<file path="config.mk">
export PLATFORM = sky130hd
export DESIGN_NAME = fifo_lifo_buffer
export DESIGN_NICKNAME = d
export VERILOG_FILES = /design/src/flb_pkg.sv /design/src/flb_mem.sv /design/src/flb_ctrl.sv /design/src/fifo_lifo_buffer.sv
export SDC_FILE = /design/constraint.sdc
export NUM_CORES = 1
export LEC_CHECK = 0
export ABC_AREA = 1
export BUFFER_PORTS_ARGS = -buffer_cell sky130_fd_sc_hd__buf_2
export CORE_MARGIN = 5
export CORE_UTILIZATION = 61
export CTS_CLUSTER_DIAMETER = 30
export DETAILED_ROUTE_END_ITERATION = 12
export GPL_ROUTABILITY_DRIVEN = 0
export PLACE_DENSITY = 0.84
export SKIP_LAST_GASP = 1
export SYNTH_ARGS = -nofsm -noshare
export SYNTH_HDL_FRONTEND = slang
export SYNTH_HIERARCHICAL = 1
export SYNTH_SLANG_ARGS = --single-unit
</file>
<file path="constraint.sdc">
create_clock -name clk -period 4.4 [get_ports clk]
set_input_delay 0.44 -clock clk [delete_from_list [all_inputs] [get_ports clk]]
set_output_delay 0.44 -clock clk [all_outputs]
set_load 0.005 [all_outputs]
</file>
<file path="src/flb_pkg.sv">
// Shared constants for the queue/stack buffer: command and status codes,
// controller states and parameter defaults. No dependencies.
package flb_pkg;

  localparam int DEPTH_DEFAULT = 8;
  localparam int WORD_W        = 32;

  // Command codes
  localparam logic [1:0] CMD_PUSH = 2'd0;
  localparam logic [1:0] CMD_POP  = 2'd1;
  localparam logic [1:0] CMD_SHOW = 2'd2;

  // Result status codes
  localparam logic [1:0] STS_OK    = 2'd0;
  localparam logic [1:0] STS_FULL  = 2'd1;
  localparam logic [1:0] STS_EMPTY = 2'd2;

  // Controller states
  typedef enum logic {
    S_IDLE,
    S_RUN
  } state_t;

endpackage

</file>
<file path="src/flb_mem.sv">
// Entry storage: one write port, one read port with registered read data.
// Depends on flb_pkg for the word width.
module flb_mem
  import flb_pkg::*;
#(
  parameter int DEPTH = DEPTH_DEFAULT
) (
  input  logic                     clk,
  input  logic                     wr_en,
  input  logic [$clog2(DEPTH)-1:0] wr_addr,
  input  logic [WORD_W-1:0]        wr_data,
  input  logic                     rd_en,
  input  logic [$clog2(DEPTH)-1:0] rd_addr,
  output logic [WORD_W-1:0]        rd_data
);

  logic [WORD_W-1:0] mem [DEPTH];

  // Write a pushed word
  always_ff @(posedge clk) begin
    if (wr_en) begin
      mem[wr_addr] <= wr_data;
    end
  end

  // Registered read; data holds until the next read
  always_ff @(posedge clk) begin
    if (rd_en) begin
      rd_data <= mem[rd_addr];
    end
  end

endmodule

</file>
<file path="src/flb_ctrl.sv">
// Controller: ring pointers, command decode, read sequencer and result register.
// Depends on flb_pkg; drives the ports of flb_mem.
module flb_ctrl
  import flb_pkg::*;
#(
  parameter int DEPTH = DEPTH_DEFAULT
) (
  input  logic                       clk,
  input  logic                       rst,
  input  logic                       cfg_we,
  input  logic                       cfg_wdata,
  input  logic                       in_valid,
  output logic                       in_ready,
  input  logic [1:0]                 cmd,
  input  logic signed [WORD_W-1:0]   push_value,
  output logic                       out_valid,
  input  logic                       out_ready,
  output logic [1:0]                 status,
  output logic signed [WORD_W-1:0]   data_value,
  output logic                       last,
  output logic                       mem_wr_en,
  output logic [$clog2(DEPTH)-1:0]   mem_wr_addr,
  output logic [WORD_W-1:0]          mem_wr_data,
  output logic                       mem_rd_en,
  output logic [$clog2(DEPTH)-1:0]   mem_rd_addr,
  input  logic [WORD_W-1:0]          mem_rd_data
);

  localparam int IDX_W = $clog2(DEPTH);
  localparam int CNT_W = $clog2(DEPTH + 1);
  localparam int SUM_W = CNT_W + 1;

  // Fold a sum below twice the depth back into the ring
  function automatic logic [IDX_W-1:0] wrap(input logic [SUM_W-1:0] s);
    logic [SUM_W-1:0] r;
    r = (s >= SUM_W'(DEPTH)) ? (s - SUM_W'(DEPTH)) : s;
    return r[IDX_W-1:0];
  endfunction

  state_t            state, state_next;
  logic              pending, pending_next;
  logic [IDX_W-1:0]  slot, slot_next;
  logic [CNT_W-1:0]  remain, remain_next;
  logic              step_down, step_down_next;
  logic [IDX_W-1:0]  head, head_next;
  logic [CNT_W-1:0]  count, count_next;
  logic              order_mode;
  logic              out_valid_next;
  logic [1:0]        out_status_next;
  logic [WORD_W-1:0] out_data_next;
  logic              out_last_next;
  logic              load;
  logic              can_load;
  logic              accept;
  logic [IDX_W-1:0]  slot_step;
  logic [IDX_W-1:0]  top_slot;

  assign can_load = !out_valid || out_ready;
  assign accept   = in_valid && in_ready;

  // Neighbor slot in the direction of the current read run
  always_comb begin
    if (step_down) begin
      slot_step = (slot == '0) ? IDX_W'(DEPTH - 1) : slot - IDX_W'(1);
    end else begin
      slot_step = (slot == IDX_W'(DEPTH - 1)) ? '0 : slot + IDX_W'(1);
    end
  end

  // Slot of the newest entry, valid when the store is not empty
  assign top_slot = wrap(SUM_W'(head) + SUM_W'(count) - SUM_W'(1));

  // Next state, memory requests and result loading
  always_comb begin
    state_next      = state;
    pending_next    = pending;
    slot_next       = slot;
    remain_next     = remain;
    step_down_next  = step_down;
    head_next       = head;
    count_next      = count;
    out_valid_next  = out_valid && !out_ready;
    out_status_next = status;
    out_data_next   = data_value;
    out_last_next   = last;
    load            = 1'b0;
    in_ready        = 1'b0;
    mem_wr_en       = 1'b0;
    mem_wr_addr     = wrap(SUM_W'(head) + SUM_W'(count));
    mem_wr_data     = push_value;
    mem_rd_en       = 1'b0;
    mem_rd_addr     = slot;

    case (state)
      S_IDLE: begin
        in_ready = can_load;
        if (accept) begin
          case (cmd)
            CMD_PUSH: begin
              load          = 1'b1;
              out_last_next = 1'b1;
              if (count == CNT_W'(DEPTH)) begin
                out_status_next = STS_FULL;
                out_data_next   = '0;
              end else begin
                mem_wr_en       = 1'b1;
                count_next      = count + CNT_W'(1);
                out_status_next = STS_OK;
                out_data_next   = push_value;
              end
            end
            CMD_POP, CMD_SHOW: begin
              if (count == '0) begin
                load            = 1'b1;
                out_status_next = STS_EMPTY;
                out_data_next   = '0;
                out_last_next   = 1'b1;
              end else begin
                state_next     = S_RUN;
                pending_next   = 1'b0;
                slot_next      = order_mode ? top_slot : head;
                step_down_next = order_mode;
                if (cmd == CMD_POP) begin
                  remain_next = CNT_W'(1);
                  count_next  = count - CNT_W'(1);
                  if (!order_mode) begin
                    head_next = (head == IDX_W'(DEPTH - 1)) ? '0 : head + IDX_W'(1);
                  end
                end else begin
                  remain_next = count;
                end
              end
            end
            default: begin
              // unused command: drop
            end
          endcase
        end
      end

      S_RUN: begin
        if (!pending || can_load) begin
          if (pending) begin
            load            = 1'b1;
            out_status_next = STS_OK;
            out_data_next   = mem_rd_data;
            out_last_next   = (remain == '0);
          end
          if (remain == '0) begin
            pending_next = 1'b0;
            state_next   = S_IDLE;
          end else begin
            // issue the next read of the run
            mem_rd_en    = 1'b1;
            slot_next    = slot_step;
            remain_next  = remain - CNT_W'(1);
            pending_next = 1'b1;
          end
        end
      end

      default: begin
        state_next = S_IDLE;
      end
    endcase

    if (load) begin
      out_valid_next = 1'b1;
    end
  end

  // Control registers
  always_ff @(posedge clk) begin
    if (rst) begin
      state      <= S_IDLE;
      pending    <= 1'b0;
      remain     <= '0;
      step_down  <= 1'b0;
      head       <= '0;
      count      <= '0;
      order_mode <= 1'b0;
      out_valid  <= 1'b0;
    end else begin
      state     <= state_next;
      pending   <= pending_next;
      remain    <= remain_next;
      step_down <= step_down_next;
      head      <= head_next;
      count     <= count_next;
      out_valid <= out_valid_next;
      if (cfg_we) begin
        order_mode <= cfg_wdata;
      end
    end
  end

  // Payload registers
  always_ff @(posedge clk) begin
    slot       <= slot_next;
    status     <= out_status_next;
    data_value <= out_data_next;
    last       <= out_last_next;
  end

  // Fill level stays within the store
  a_count_range: assert property (@(posedge clk) disable iff (rst)
    count <= CNT_W'(DEPTH))
    else $error("entry count beyond depth");

  // No request is taken while a read run is in flight
  a_run_blocks: assert property (@(posedge clk) disable iff (rst)
    state == S_RUN |-> !in_ready)
    else $error("request accepted during read run");

  // A push into a store with room grows it by one
  a_push_grows: assert property (@(posedge clk) disable iff (rst)
    (accept && cmd == CMD_PUSH && count != CNT_W'(DEPTH))
      |=> count == $past(count) + CNT_W'(1))
    else $error("push did not advance count");

  // A held read result keeps its memory read port quiet
  a_hold_read: assert property (@(posedge clk) disable iff (rst)
    (state == S_RUN && pending && !can_load) |-> !mem_rd_en)
    else $error("read issued over unconsumed data");

  // No read is left pending while the controller is idle
  a_idle_clean: assert property (@(posedge clk) disable iff (rst)
    state == S_IDLE |-> !pending)
    else $error("pending read left in idle");

endmodule

</file>
<file path="src/fifo_lifo_buffer.sv">
// Holds up to DEPTH signed 32-bit words in a ring and serves them as a
// first-in-first-out queue (order_mode 0) or a last-in-first-out stack
// (order_mode 1). A push answers from the idle state; a pop passes through
// request, memory read and result; a show streams every stored entry out
// of the single registered read port of the entry memory, one per cycle
// while the output is not held back by out_ready. A full push, an empty pop
// or an empty show return one result without a read. The block serves one
// request at a time; order_mode may be written only while the block is idle.
// Depends on flb_pkg, flb_ctrl and flb_mem.
module fifo_lifo_buffer
  import flb_pkg::*;
#(
  parameter int DEPTH = DEPTH_DEFAULT
) (
  input  logic                     clk,
  input  logic                     rst,
  input  logic                     cfg_we,
  input  logic                     cfg_wdata,
  input  logic                     in_valid,
  output logic                     in_ready,
  input  logic [1:0]               cmd,
  input  logic signed [WORD_W-1:0] push_value,
  output logic                     out_valid,
  input  logic                     out_ready,
  output logic [1:0]               status,
  output logic signed [WORD_W-1:0] data_value,
  output logic                     last
);

  localparam int IDX_W = $clog2(DEPTH);

  logic              mem_wr_en;
  logic [IDX_W-1:0]  mem_wr_addr;
  logic [WORD_W-1:0] mem_wr_data;
  logic              mem_rd_en;
  logic [IDX_W-1:0]  mem_rd_addr;
  logic [WORD_W-1:0] mem_rd_data;

  // Pointers, sequencing and result register
  flb_ctrl #(
    .DEPTH(DEPTH)
  ) u_ctrl (
    .clk        (clk),
    .rst        (rst),
    .cfg_we     (cfg_we),
    .cfg_wdata  (cfg_wdata),
    .in_valid   (in_valid),
    .in_ready   (in_ready),
    .cmd        (cmd),
    .push_value (push_value),
    .out_valid  (out_valid),
    .out_ready  (out_ready),
    .status     (status),
    .data_value (data_value),
    .last       (last),
    .mem_wr_en  (mem_wr_en),
    .mem_wr_addr(mem_wr_addr),
    .mem_wr_data(mem_wr_data),
    .mem_rd_en  (mem_rd_en),
    .mem_rd_addr(mem_rd_addr),
    .mem_rd_data(mem_rd_data)
  );

  // Entry storage
  flb_mem #(
    .DEPTH(DEPTH)
  ) u_mem (
    .clk    (clk),
    .wr_en  (mem_wr_en),
    .wr_addr(mem_wr_addr),
    .wr_data(mem_wr_data),
    .rd_en  (mem_rd_en),
    .rd_addr(mem_rd_addr),
    .rd_data(mem_rd_data)
  );

endmodule
</file>
=== After elaboration in Yosys (flattened, before gate mapping) ===
Memories as Yosys holds them, arrays and structs flattened. A register that Yosys moved wholly into a read port is not among the register bits.
Cells that the tools add are included.

* Bits in registers: 54
* Memory bits (writable): 256
* Output and inout port bits: 37
* Memories kept: 1

* Add/subtract/negate cells: 10
* Magnitude comparators: 2
* Eq/ne operators: 16
* Multiplexer cells: 71
* Bitwise gates (word level): 3
* Reduce and logical (&&, ||, !) cells: 19

{| class="wikitable"
|+ Memory list
! memory !! words !! width !! rd ports !! clocked after Yosys merged registers in !! write ports !! line !! source
|-
| u_mem.mem || 8 || 32 || 1 || 1 || 1 || flb_mem.sv:17 || <nowiki>logic [WORD_W-1:0] mem [DEPTH];</nowiki>
|}

{| class="wikitable"
|+ Operator list
! cell !! number
|-
| $mux 32 || 5
|-
| $pmux 32 s2 || 2
|-
| $mux 3 || 12
|-
| $mux 4 || 9
|-
| $mux 1 || 28
|-
| $pmux 4 s2 || 2
|-
| $ne 2x2->1 const B || 7
|-
| $pmux 1 s2 || 6
|-
| $reduce_and 6->1 || 2
|-
| $ge 5x4->1 const B || 2
|-
| $reduce_and 5->1 || 2
|-
| $sub 3x1->3 const B || 3
|-
| $logic_not 4->1 || 2
|-
| $mux 2 || 4
|-
| $pmux 2 s2 || 2
|-
| $reduce_and 4->1 || 2
|-
| $sub 4x1->4 const B || 2
|-
| $add 3x1->3 const B || 2
|-
| $eq 3x3->1 const B || 2
|-
| $pmux 3 s2 || 1
|-
| $add 3x4->5 || 1
|-
| $sub 5x1->5 const B || 1
|-
| $add 4x1->4 const B || 1
|-
| $eq 4x4->1 const B || 1
|-
| other kinds (13) || 20
|}

=== Longest topological paths before layout ===
Gate-level depths: netlist of run 1.

* Depth in word-level cells: 9
* Depth in mapped cells: 11

=== Modules after synthesis ===
The synthesis of run 1 kept the hierarchy.

{| class="wikitable"
|+ Modules (own cells, without submodules)
! module !! instances !! cells an instance !! area each (µm²) !! seq. area each (µm²)
|-
| flb_mem || 1 || 1156 || 12192.9 || 8648.3
|-
| flb_ctrl || 1 || 320 || 3169.3 || 1461.4
|}

=== Least setup slack after synthesis of run 1 ===
Ideal clock, no wire load.

* Kind: input to register
* Start: input cmd[0]
* End: register u_ctrl.data_value[0], enable pin
* Setup time: 439 ps
* Data arrival time: 2879 ps
* Setup slack: 1082 ps
* Stages on the path: 6
* Path buffers: 1
* Path through: inv_1 -> ha_1 -> buf_4 -> nand2_1 -> o211ai_1 -> a21oi_1

* Longest elaborated chain between the ends: 4

{| class="wikitable"
|+ RTL lines
! element !! line !! source
|-
| start, declared || fifo_lifo_buffer.sv:21 || <nowiki>input logic [1:0] cmd,</nowiki>
|-
| $eq 2x2->1 or $eq 2x1->1 (tied branches) || flb_ctrl.sv:98 || <nowiki>case (cmd)</nowiki>
|-
| $reduce_or 2->1 || flb_ctrl.sv:98 ||
|-
| $ne 3x2->1 (no line) or $ne 3x3->1 (tied branches) || n/a ||
|-
| $reduce_and 5->1 (no line) (*) || n/a ||
|-
| end signal, assigned || flb_ctrl.sv:201 || <nowiki>data_value <= out_data_next;</nowiki>
|-
| end, declared || flb_ctrl.sv:19 || <nowiki>output logic signed [WORD_W-1:0] data_value,</nowiki>
|}

Every way passes the cells marked *; elsewhere a longest branch is shown, timed or not.
A chain may end at the register's enable or synchronous reset.

=== Final worst setup path of run 1 ===
* Start: register u_ctrl.state
* End: memory u_mem.mem[7][29], enable pin

* Longest elaborated chain between the ends: 6

{| class="wikitable"
|+ RTL lines
! element !! line !! source
|-
| start, declared || flb_ctrl.sv:40 || <nowiki>state_t state, state_next;</nowiki>
|-
| start signal, assigned || flb_ctrl.sv:184 || <nowiki>state <= state_next;</nowiki>
|-
| $mux 1 || flb_ctrl.sv:94 || <nowiki>case (state)</nowiki>
|-
| $logic_and 1x1->1 || flb_ctrl.sv:59 || <nowiki>assign accept = in_valid && in_ready;</nowiki>
|-
| $mux 1 || flb_ctrl.sv:97 || <nowiki>if (accept) begin</nowiki>
|-
| $mux 1 (*) || flb_ctrl.sv:94 ||
|-
| named net mem_wr_en || fifo_lifo_buffer.sv:32 || <nowiki>logic mem_wr_en;</nowiki>
|-
| $mux 1 (*) || flb_mem.sv:21 || <nowiki>if (wr_en) begin</nowiki>
|-
| $mux 1 (not written as such) (*) || flb_mem.sv:22 || <nowiki>mem[wr_addr] <= wr_data;</nowiki>
|-
| end, declared || flb_mem.sv:17 ||
|}

The timed path passes the listed nets; every way through them passes the cells marked *.

==> results of run 1 <==
## state kept, by name (all words and copies together) (netlist names)
register / cells
u_mem/mem: 256
u_ctrl/data_value: 32
u_mem/rd_data: 32
u_ctrl/count: 4
u_ctrl/remain: 4
u_ctrl/head: 3
u_ctrl/mem_rd_addr: 3
u_ctrl/status: 2
u_ctrl/last: 1
u_ctrl/order_mode: 1
u_ctrl/out_valid: 1
u_ctrl/pending: 1
u_ctrl/state: 1
u_ctrl/step_down: 1
## final cells by class
| cell class | instances | area, sq um |
|---|---|---|
| Sequential cell | 342 | 10100 |
| Tap cell | 330 | 413 |
| Clock inverter | 42 | 519 |
| Fill cell | 1604 | 7310 |
| Timing Repair Buffer | 88 | 483 |
| Clock buffer | 60 | 1420 |
| Inverter | 296 | 1110 |
| Multi-Input combinational cell | 745 | 3590 |
## worst max-delay path by stage
| stage | cells past startpoint | slack (ns) | to | startpoint |
|---|---|---|---|---|
| CTS | 7 | 1.52 | u_mem/mem[0][21] | u_ctrl/state |
| global route | 7 | 1.38 | u_mem/mem[7][24] | u_ctrl/state |
| detailed placement | 7 | 1.52 | u_mem/mem[7][18] | u_ctrl/state |
| global placement | 7 | 1.66 | u_mem/mem[0][19] | u_ctrl/state |
| finish | 7 | 1.51 | u_mem/mem[7][29] | u_ctrl/state |
| floorplan | 6 | 1.08 | u_ctrl/data_value[0] | cmd[0] |
## synthesized netlist by cell type, types with 3 or more instances
cell type	instances
edfxtp_1	326
nand2_4	3
nor2_1	38
nor2_2	3
buf_1	5
inv_1	291
clkbuf_1	9
nor2_4	3
nand2_1	467
dfxtp_1	16
nand3_1	135
inv_2	3
buf_4	38
buf_2	29
a21oi_1	15
buf_6	12
a32o_1	32
o21ai_0	10
ha_1	15
## cells by family after synthesis
kind of cell | count (synthesis)
compound gates | 66
fa+ha+maj | 17
xor+xnor | 3
simple gates | 659
flops | 342
buf+inv | 389
## worst register-to-register path, stage by stage (launching register included)
cell and delay, ns:
dfxtp_2 0.64, inv_4 0.25, nand2_4 0.09, inv_1 0.08, nand2_1 0.07, nor2_1 0.15, nand2_1 0.27, nor2_4 0.96
## per-stage QoR
step / hold slack, ns / worst slack (ns) / std cells / power [mW] / util, %
after global placement: 0.457 / 1.66 / 1801 / 4.45 / 63.0
final: 0.128 / 1.51 / 1903 / 8.87 / 70.7
after global routing: 0.140 / 1.38 / 1903 / 9.15 / 70.7
after floorplan: 0.439 / 1.08 / 1476 / 4.28 / -
after detailed placement: 0.454 / 1.52 / 1801 / 4.48 / 63.0
after CTS: 0.109 / 1.52 / 1903 / 8.90 / 70.7
## per-layer routing
layer	share of wire [%]	up-vias	GRT usage [%]
met4	3.1	0	10.1
met1	37	5061	30.8
met5	0	-	0
met2	51	601	42.4
met3	8.7	86	4.67
li1	-	4833	-
## report_power, final
| group | internal, mW | leakage (nW) | total, mW | switching, mW |
|---|---|---|---|---|
| sequential | 3.69 | 3.09 | 3.73 | 0.0477 |
| combinational | 0.220 | 3.81 | 0.700 | 0.480 |
| clock | 2.88 | 0.953 | 4.43 | 1.55 |
==> impl_metrics.csv, run 1 <==
group,metric,value,unit
job,maxCapViolations,0,
logic_synthesis,postSynthAreaPerCell,10.4,sq um
floorplanning,ios,77,
worst_setup_path,critPathLaunchType,"flip-flop",
clock_network,cts_tree,"done",
logic_synthesis,synth_nets,1533,
layout,num_antenna_cells,0,
worst_setup_path,ff2ff_path_depth,7,
logic_synthesis,synth_area_leaders,"edfxtp_1, nand2_1, inv_1, nand3_1, a32o_1",
logic_synthesis,synth_top_area_cell,"edfxtp_1",
layout,syn2layout_area_growth,14.9,%
floorplanning,die_w,169,um
logic_synthesis,yosys.area_share.simple,17.9,%
drt,wl_per_cell,18.4,um
logic_synthesis,muxShareOfSynthArea,0,%
drt,wl,35.0,mm
worst_setup_path,endpoint_kind,"flip-flop",
drt,ant_nets,0,
clock_network,cts.path.max_buffers,3,
min_path,min_to,"u_ctrl/order_mode",
floorplanning,start_util,61.5,%
drt,first_pass_iters,5,
worst_setup_path,critPathKind,"flip-flop to flip-flop",
logic_synthesis,synth.distinct_cells,39,
min_path,hp-start,"cfg_wdata",
clock_network,cts_root_buf,"clkbuf_16",
drt,dr_total_vias,10600,
timing,rsz0062_at_grt,"false",
logic_synthesis,synth_cells,1476,
worst_setup_path,rr_startpoint,"u_ctrl/state",
clock_network,clock-sinks,342,
logic_synthesis,synth_fa_ha_area_share,1.48,%
grt,antenna_found_initial,0,
worst_setup_path,path_cells,"inv_4 -> nand2_4 -> inv_1 -> nand2_1 -> nor2_1 -> nand2_1 -> nor2_4",
worst_setup_path,worst-path-max-fanout,46,
logic_synthesis,synth_area,15400,sq um
timing,period_minus_slack,2.89,ns
worst_setup_path,critical_path_arrival,3.05,ns
floorplanning,dieArea,28500,sq um
clock_network,ctsHoldBuffers,0,
status,status,"finished, final reports clean",
drt,first_iter_violations,1263,
logic_synthesis,yosysWarningCount,6,
clock_network,cts_setup_buffers,0,
layout,finalInstanceArea,17700,sq um
power_and_ir_drop,power.density,502,nW/um^2
timing,hold_viol,0,
timing,fin_tns_setup,0,ns
logic_synthesis,synth_edf_count,326,
floorplanning,core.rowCount,58,
floorplanning,core_area,25000,sq um
power_and_ir_drop,ir_worst_vdd,0.311,mV
logic_synthesis,ys_ff_latch,342,
grt,grt_usage,24.6,%
logic_synthesis,ys_seq_area_share,65.8,%
min_path,worstHoldPathType,"input port to flip-flop",
timing,slew_viol_final,0,
timing,setup_violations,0,
layout,fin_nets,1584,
logic_synthesis,synth_compound_area_share,3.33,%
layout,final_cell_mix,"nand2_1, edfxtp_1, inv_1, nand3_1, buf_2",
grt,grt_pass1_vias,10800,
logic_synthesis,synth_top_family_by_area,"simple AND/OR/NAND/NOR gates",
clock_network,htree_num_levels,2,
drt,drc,0,
worst_setup_path,crit_required,4.56,ns
drt,routed_via_density,5.56,
worst_setup_path,cp_slowest_stage_delay,0.96,ns
logic_synthesis,netlist.area_leader.share,63.7,%
timing,relSlewSlack,20.8,%
grt,grt_max_degree,105,
timing,fin_skew,0.0277,ns
worst_setup_path,crit_family,"simple AND/OR/NAND/NOR gates",
clock_network,path_clk_slew,0.05,ns
layout,drive_above_1_share,13.7,%
worst_setup_path,r2r_slack,1.51,ns
floorplanning,die_h,169,um
layout,final_common_cell,"nand2_1",
clock_network,numCtsBuffers,54,
min_path,hold_depth,3,
grt,grt_overflow,0,
logic_synthesis,async_flop_share,0,%
power_and_ir_drop,power_leakage,7.85,nW
placed_design,dpl_cell_area,15700,sq um
timing,fmax,346,MHz
timing,tightest_slew,1.19,ns
clock_network,worstSkewPairLatency,0.57,ns
clock_network,cts.repair.resized,0,
timing,post-route-period-util,65.8,%
placed_design,portBuffers,76,
worst_setup_path,slowest_stage,"nor2_4",
logic_synthesis,synth_ff_type,"edfxtp_1",
worst_setup_path,cpMostUsedCell,"nand2_1",
grt,grt_pass1_wl,55.6,mm
placed_design,place_hpwl,18.7,mm
worst_setup_path,reg2reg_to,"u_mem/mem[7][29]",
worst_setup_path,crit_buf_inv,2,
logic_synthesis,synth_xor_area_share,0.171,%
No activity file was read; power rests on OpenSTA's default activity.
==> run 2, diff against run 1 <==
--- a/config.mk
+++ b/config.mk
@@ -8,11 +8,11 @@
 export ABC_AREA = 1
 export BUFFER_PORTS_ARGS = -buffer_cell sky130_fd_sc_hd__buf_2
 export CORE_MARGIN = 5
-export CORE_UTILIZATION = 61
+export CORE_UTILIZATION = 55
 export CTS_CLUSTER_DIAMETER = 30
 export DETAILED_ROUTE_END_ITERATION = 12
 export GPL_ROUTABILITY_DRIVEN = 0
-export PLACE_DENSITY = 0.84
+export PLACE_DENSITY = 0.81
 export SKIP_LAST_GASP = 1
 export SYNTH_ARGS = -nofsm -noshare
 export SYNTH_HDL_FRONTEND = slang
==> constraint.sdc (replaced) <==
create_clock -name clk -period 2.4 [get_ports clk]
set_input_delay 0.24 -clock clk [delete_from_list [all_inputs] [get_ports clk]]
set_output_delay 0.24 -clock clk [all_outputs]
set_load 0.005 [all_outputs]
==> run 2 against run 1 <==
Register-to-register slack got worse by 1.4 ns. Worst hold slack worse by 0.12 ns. First-iteration DRC count is 0.24% lower. Sequential cell count unchanged. Combinational power grew 100%. Sequential power grew 83%. Clock skew down 0.0053 ns. Power increased by 75%. Via count increased by 0.95%. Cell area is 1.1% higher. Maximum frequency up 29%. Largest power group unchanged.
==> impl_metrics.csv, run 2 (synthesis gave the netlist of run 1 again) <==
group,metric,value,unit
status,status,"finished, final reports clean",
drt,wl,37.3,mm
timing,relSlewSlack,28.3,%
drt,first_iter_violations,1260,
timing,period_minus_slack,2.25,ns
drt,routed_via_density,5.42,
worst_setup_path,critPathLaunchType,"flip-flop",
layout,top_register,"u_mem/mem",
worst_setup_path,critPathKind,"flip-flop to flip-flop",
layout,final_common_cell,"nand2_1",
layout,syn2layout_area_growth,16.2,%
clock_network,cts.repair.resized,0,
power_and_ir_drop,power.density,869,nW/um^2
layout,multi_input_area,3600,sq um
job,maxCapViolations,0,
layout,largest_register_ffs,256,
worst_setup_path,crit_required,2.64,ns
clock_network,numCtsBuffers,52,
placed_design,dpl_cell_area,16100,sq um
grt,grt_overflow,0,
worst_setup_path,endpoint_kind,"flip-flop",
layout,num_antenna_cells,0,
layout,fin_nets,1606,
drt,drc,0,
drt,wl_per_cell,18.9,um
drt,ant_nets,0,
timing,fmax,444,MHz
power_and_ir_drop,power_leakage,7.89,nW
floorplanning,core_area,27700,sq um
grt,grt_max_degree,118,
worst_setup_path,critical_path_arrival,2.49,ns
floorplanning,die_w,177,um
clock_network,cts.path.max_buffers,3,
placed_design,portBuffers,76,
grt,grt_usage,23.7,%
clock_network,htree_num_levels,2,
clock_network,worstSkewPairLatency,0.56,ns
floorplanning,die_h,177,um
timing,hold_viol,0,
timing,whs,0.0101,ns
floorplanning,start_util,55.4,%
grt,antenna_found_initial,0,
layout,top_regs,"u_mem/mem (256), u_ctrl/data_value (32), u_mem/rd_data (32)",
timing,fin_skew,0.0225,ns
worst_setup_path,cp_slowest_stage_delay,0.39,ns
layout,finalInstanceArea,17800,sq um
grt,grt_pass1_vias,10800,
worst_setup_path,path_cells,"ha_1 -> fa_1 -> nand3b_1 -> nand2_1 -> nand2_1 -> nor2_4 -> buf_4",
layout,final_cell_mix,"nand2_1, edfxtp_1, inv_1, nand3_1, buf_2",
worst_setup_path,worst-path-max-fanout,15,
floorplanning,ios,77,
clock_network,clock-sinks,342,
timing,setup_violations,0,
layout,nFillCells,1908,
worst_setup_path,slowest_stage,"fa_1",
layout,drive_above_1_share,14.2,%
timing,post-route-period-util,93.8,%
layout,seqCellArea,10100,sq um
drt,first_pass_iters,5,
floorplanning,core.rowCount,61,
worst_setup_path,cpMostUsedCell,"nand2_1",
clock_network,cts_root_buf,"clkbuf_16",
grt,grt_pass1_wl,57.5,mm
drt,dr_total_vias,10700,
timing,slew_viol_final,0,
placed_design,place_hpwl,22.3,mm
min_path,worstHoldPathType,"input port to flip-flop",
timing,rsz0062_at_grt,"false",
power_and_ir_drop,ir_worst_vdd,0.493,mV
clock_network,path_clk_slew,0.06,ns
timing,tightest_slew,1.07,ns
clock_network,cts_tree,"done",
floorplanning,dieArea,31400,sq um
run 2: changes by cell type in the layout (fill, tap and decap cells not counted), sizes merged:
cell / before / now
dlygate4sd3: 0 / 5
bufinv: 9 / 3
buf: 88 / 107
clkbuf: 60 / 56
clkinv: 22 / 23
clkinvlp: 3 / 5
inv: 304 / 307
run 2: power breakdown:
part           switching, mW  internal (mW)  total [mW]
Combinational          0.961          0.442        1.40
Sequential            0.0659           6.75        6.82
Clock                   2.84           4.45        7.29
run 2: through the flow:
stage | worst slack, ns | TNS [ns] | std cells | util, % | total power, mW
3_3_place_gp | 0.197 | 0 | 1868 | 58.0 | 8.25
6_report | 0.150 | 0 | 1971 | 64.4 | 15.5
2_1_floorplan | -0.198 | -24.54 | 1476 | - | 7.86
5_1_grt | 0.0827 | 0 | 1971 | 64.4 | 16.0
3_5_place_dp | 0.137 | 0 | 1868 | 58.0 | 8.30
4_1_cts | 0.160 | 0 | 1971 | 64.4 | 15.6
run 2: worst max-delay path: cells and delay by family (launching register included):
family                     cells  cell delay (ns)
and+or+nand+nor                4             0.69
buffers and inverters          1             0.26
adders and majority gates      2             0.63
DFF                            1             0.35
run 2: cell type report:
type / count / area share [%]
Sequential cell: 342 / 56.7
Tap cell: 378 / 2.65
Clock inverter: 42 / 2.14
Multi-Input combinational cell: 745 / 20.2
Timing Repair Buffer: 112 / 4.63
Inverter: 296 / 6.25
Clock buffer: 56 / 7.50
run 2: worst paths after layout:
check                       from          endpoint  slack, ns  depth (start not counted)
setup reg to reg  u_ctrl/head[0]  u_mem/mem[7][31]       0.15                          7
setup / recovery  u_ctrl/head[0]  u_mem/mem[7][31]       0.15                          7
hold reg to reg   u_ctrl/pending    u_ctrl/pending       0.47                          2
hold / removal    push_value[18]  u_mem/mem[6][18]       0.01                          1
run 2: timing repair:
action,CTS,global route
endpoints found under the hold margin,13,0
hold buffers,5,0
setup buffers,0,0
endpoints found under the setup margin,0,0
run 2: metal layers:
layer / share of wire [%] / GRT usage, % / vias up
li1: - / - / 4879
met1: 37 / 30.1 / 5045
met2: 49 / 39.6 / 652
met3: 11 / 5.64 / 106
met4: 3.3 / 9.35 / 0
met5: 0 / 0 / -
==> run 3, diff against run 2 <==
--- a/config.mk
+++ b/config.mk
@@ -8,12 +8,13 @@
 export ABC_AREA = 1
 export BUFFER_PORTS_ARGS = -buffer_cell sky130_fd_sc_hd__buf_2
 export CORE_MARGIN = 5
-export CORE_UTILIZATION = 55
+export CORE_UTILIZATION = 50
 export CTS_CLUSTER_DIAMETER = 30
 export DETAILED_ROUTE_END_ITERATION = 12
 export GPL_ROUTABILITY_DRIVEN = 0
-export PLACE_DENSITY = 0.81
+export PLACE_DENSITY = 0.7
 export SKIP_LAST_GASP = 1
+export SLEW_MARGIN = 25
 export SYNTH_ARGS = -nofsm -noshare
 export SYNTH_HDL_FRONTEND = slang
 export SYNTH_HIERARCHICAL = 1
==> run 3 against run 2 <==
Sequential power about the same. Cell area increased by 4.6%. Largest cell class unchanged. Power increased by 15%. Sequential share of layout area decreased by 2.5 points. Sequential cell count unchanged. Die area increased by 9.4%. Highest routed layer unchanged. Worst hold slack improved by 0.0018 ns. First-iteration DRC count decreased by 29%. Register-to-register slack improved by 0.07 ns. Global-route usage decreased by 2.9 points. Critical endpoint is now u_mem/mem[5][16].
==> impl_metrics.csv, run 3 (synthesis gave the netlist of run 1 again) <==
group,metric,value,unit
timing,hold_viol,0,
grt,grt_usage,20.8,%
grt,grt_overflow,0,
clock_network,htree_num_levels,3,
drt,wl_per_cell,17.2,um
layout,final_common_cell,"nand2_1",
clock_network,cts_root_buf,"clkbuf_16",
floorplanning,core_area,30400,sq um
layout,drive_above_1_share,14.5,%
grt,antenna_found_initial,0,
floorplanning,ios,77,
timing,tightest_slew,1.07,ns
placed_design,place_hpwl,19.9,mm
worst_setup_path,worst-path-max-fanout,16,
layout,top_register,"u_mem/mem",
floorplanning,start_util,50.5,%
floorplanning,core.rowCount,64,
floorplanning,die_h,185,um
timing,fin_tns_setup,0,ns
job,maxCapViolations,0,
layout,top_regs,"u_mem/mem (256), u_ctrl/data_value (32), u_mem/rd_data (32)",
drt,wl,34.8,mm
clock_network,clock-sinks,342,
worst_setup_path,critPathKind,"flip-flop to flip-flop",
clock_network,path_clk_slew,0.05,ns
timing,slew_viol_final,0,
grt,grt_max_degree,63,
worst_setup_path,critPathLaunchType,"flip-flop",
worst_setup_path,crit_required,2.64,ns
drt,dr_total_vias,10200,
drt,first_iter_violations,897,
layout,syn2layout_area_growth,21.5,%
timing,fin_skew,0.0185,ns
timing,fmax,458,MHz
timing,whs,0.0118,ns
floorplanning,die_w,185,um
drt,routed_via_density,5.06,
worst_setup_path,endpoint_kind,"flip-flop",
clock_network,cts.path.max_buffers,3,
clock_network,cts_setup_buffers,0,
min_path,worstHoldPathType,"input port to flip-flop",
clock_network,numCtsBuffers,67,
timing,relSlewSlack,28.4,%
clock_network,cts_tree,"done",
layout,num_antenna_cells,0,
drt,first_pass_iters,5,
power_and_ir_drop,power.density,959,nW/um^2
placed_design,portBuffers,76,
drt,drc,0,
layout,largest_register_ffs,256,
layout,fin_nets,1629,
timing,post-route-period-util,90.9,%
layout,final_cell_mix,"nand2_1, edfxtp_1, inv_1, nand3_1, buf_2",
grt,grt_pass1_wl,55.4,mm
timing,setup_violations,0,
grt,grt_pass1_vias,10500,
status,status,"finished, final reports clean",
floorplanning,dieArea,34300,sq um
power_and_ir_drop,ir_worst_vdd,0.608,mV
clock_network,worstSkewPairLatency,0.55,ns
power_and_ir_drop,power_leakage,8.24,nW
layout,finalInstanceArea,18700,sq um
worst_setup_path,r2r_slack,0.22,ns
placed_design,dpl_cell_area,16100,sq um
worst_setup_path,critical_path_arrival,2.42,ns
drt,ant_nets,0,
timing,period_minus_slack,2.18,ns
timing,rsz0062_at_grt,"false",
run 3: changes by cell type in the layout (fill, tap and decap cells not counted), moves of 6 or more:
cell	change
clkbuf_16	+16
bufinv_16	+10
dlygate4sd3_1	+8
inv_6	-8
clkbuf_1	+7
clkinv_1	+6
clkinv_4	-6
run 3: timing repair:
action / CTS / global route
hold buffers: 13 / 0
gates resized for setup: 0 / 0
hold endpoints to repair: 44 / 0
run 3: report_power, final:
group          internal [mW]  switching, mW  total [mW]
sequential              6.77         0.0689        6.84
combinational          0.454          0.910        1.36
clock                   6.68           3.02        9.70
total                   13.9           4.00        17.9
run 3: layout make-up:
type | count | area [sq um]
Clock buffer | 79 | 1760
Clock inverter | 42 | 622
Fill cell | 2336 | 11800
Inverter | 296 | 1110
Multi-Input combinational cell | 745 | 3600
Sequential cell | 342 | 10100
Tap cell | 396 | 495
Timing Repair Buffer | 120 | 956
run 3: path summary, 6_finish.rpt:
path,depth (start not counted),start,to
worst min-delay path,1,push_value[28],u_mem/mem[5][28]
worst max-delay path,7,u_ctrl/count[0],u_mem/mem[5][16]
worst min register to register,2,u_ctrl/pending,u_ctrl/pending
worst max register to register,7,u_ctrl/count[0],u_mem/mem[5][16]
run 3: worst max-delay path, cell delays in order, from the launching register on:
cell      delay [ns]
dfxtp_1         0.39
ha_1            0.23
fa_1            0.37
nand3b_1        0.19
nand2_1         0.14
nand2_1         0.16
nor2_4          0.19
buf_12          0.19
run 3: per-stage QoR:
step	util (%)	instances	setup slack [ns]	power, mW
after global routing	61.3	2020	0.0786	18.5
final	61.3	2020	0.218	17.9
after global placement	53.1	1886	0.225	8.24
after CTS	61.3	2020	0.218	18.0
after floorplan	-	1476	-0.198	7.86
after detailed placement	53.1	1886	0.163	8.28
run 3: per-layer routing:
metal	up-vias	global-route usage [%]	routed length, um
li1	4934	-	-
met1	4883	26.2	14200
met2	331	35.5	17400
met3	79	4.14	2210
met4	0	8.13	1080
met5	-	0	0
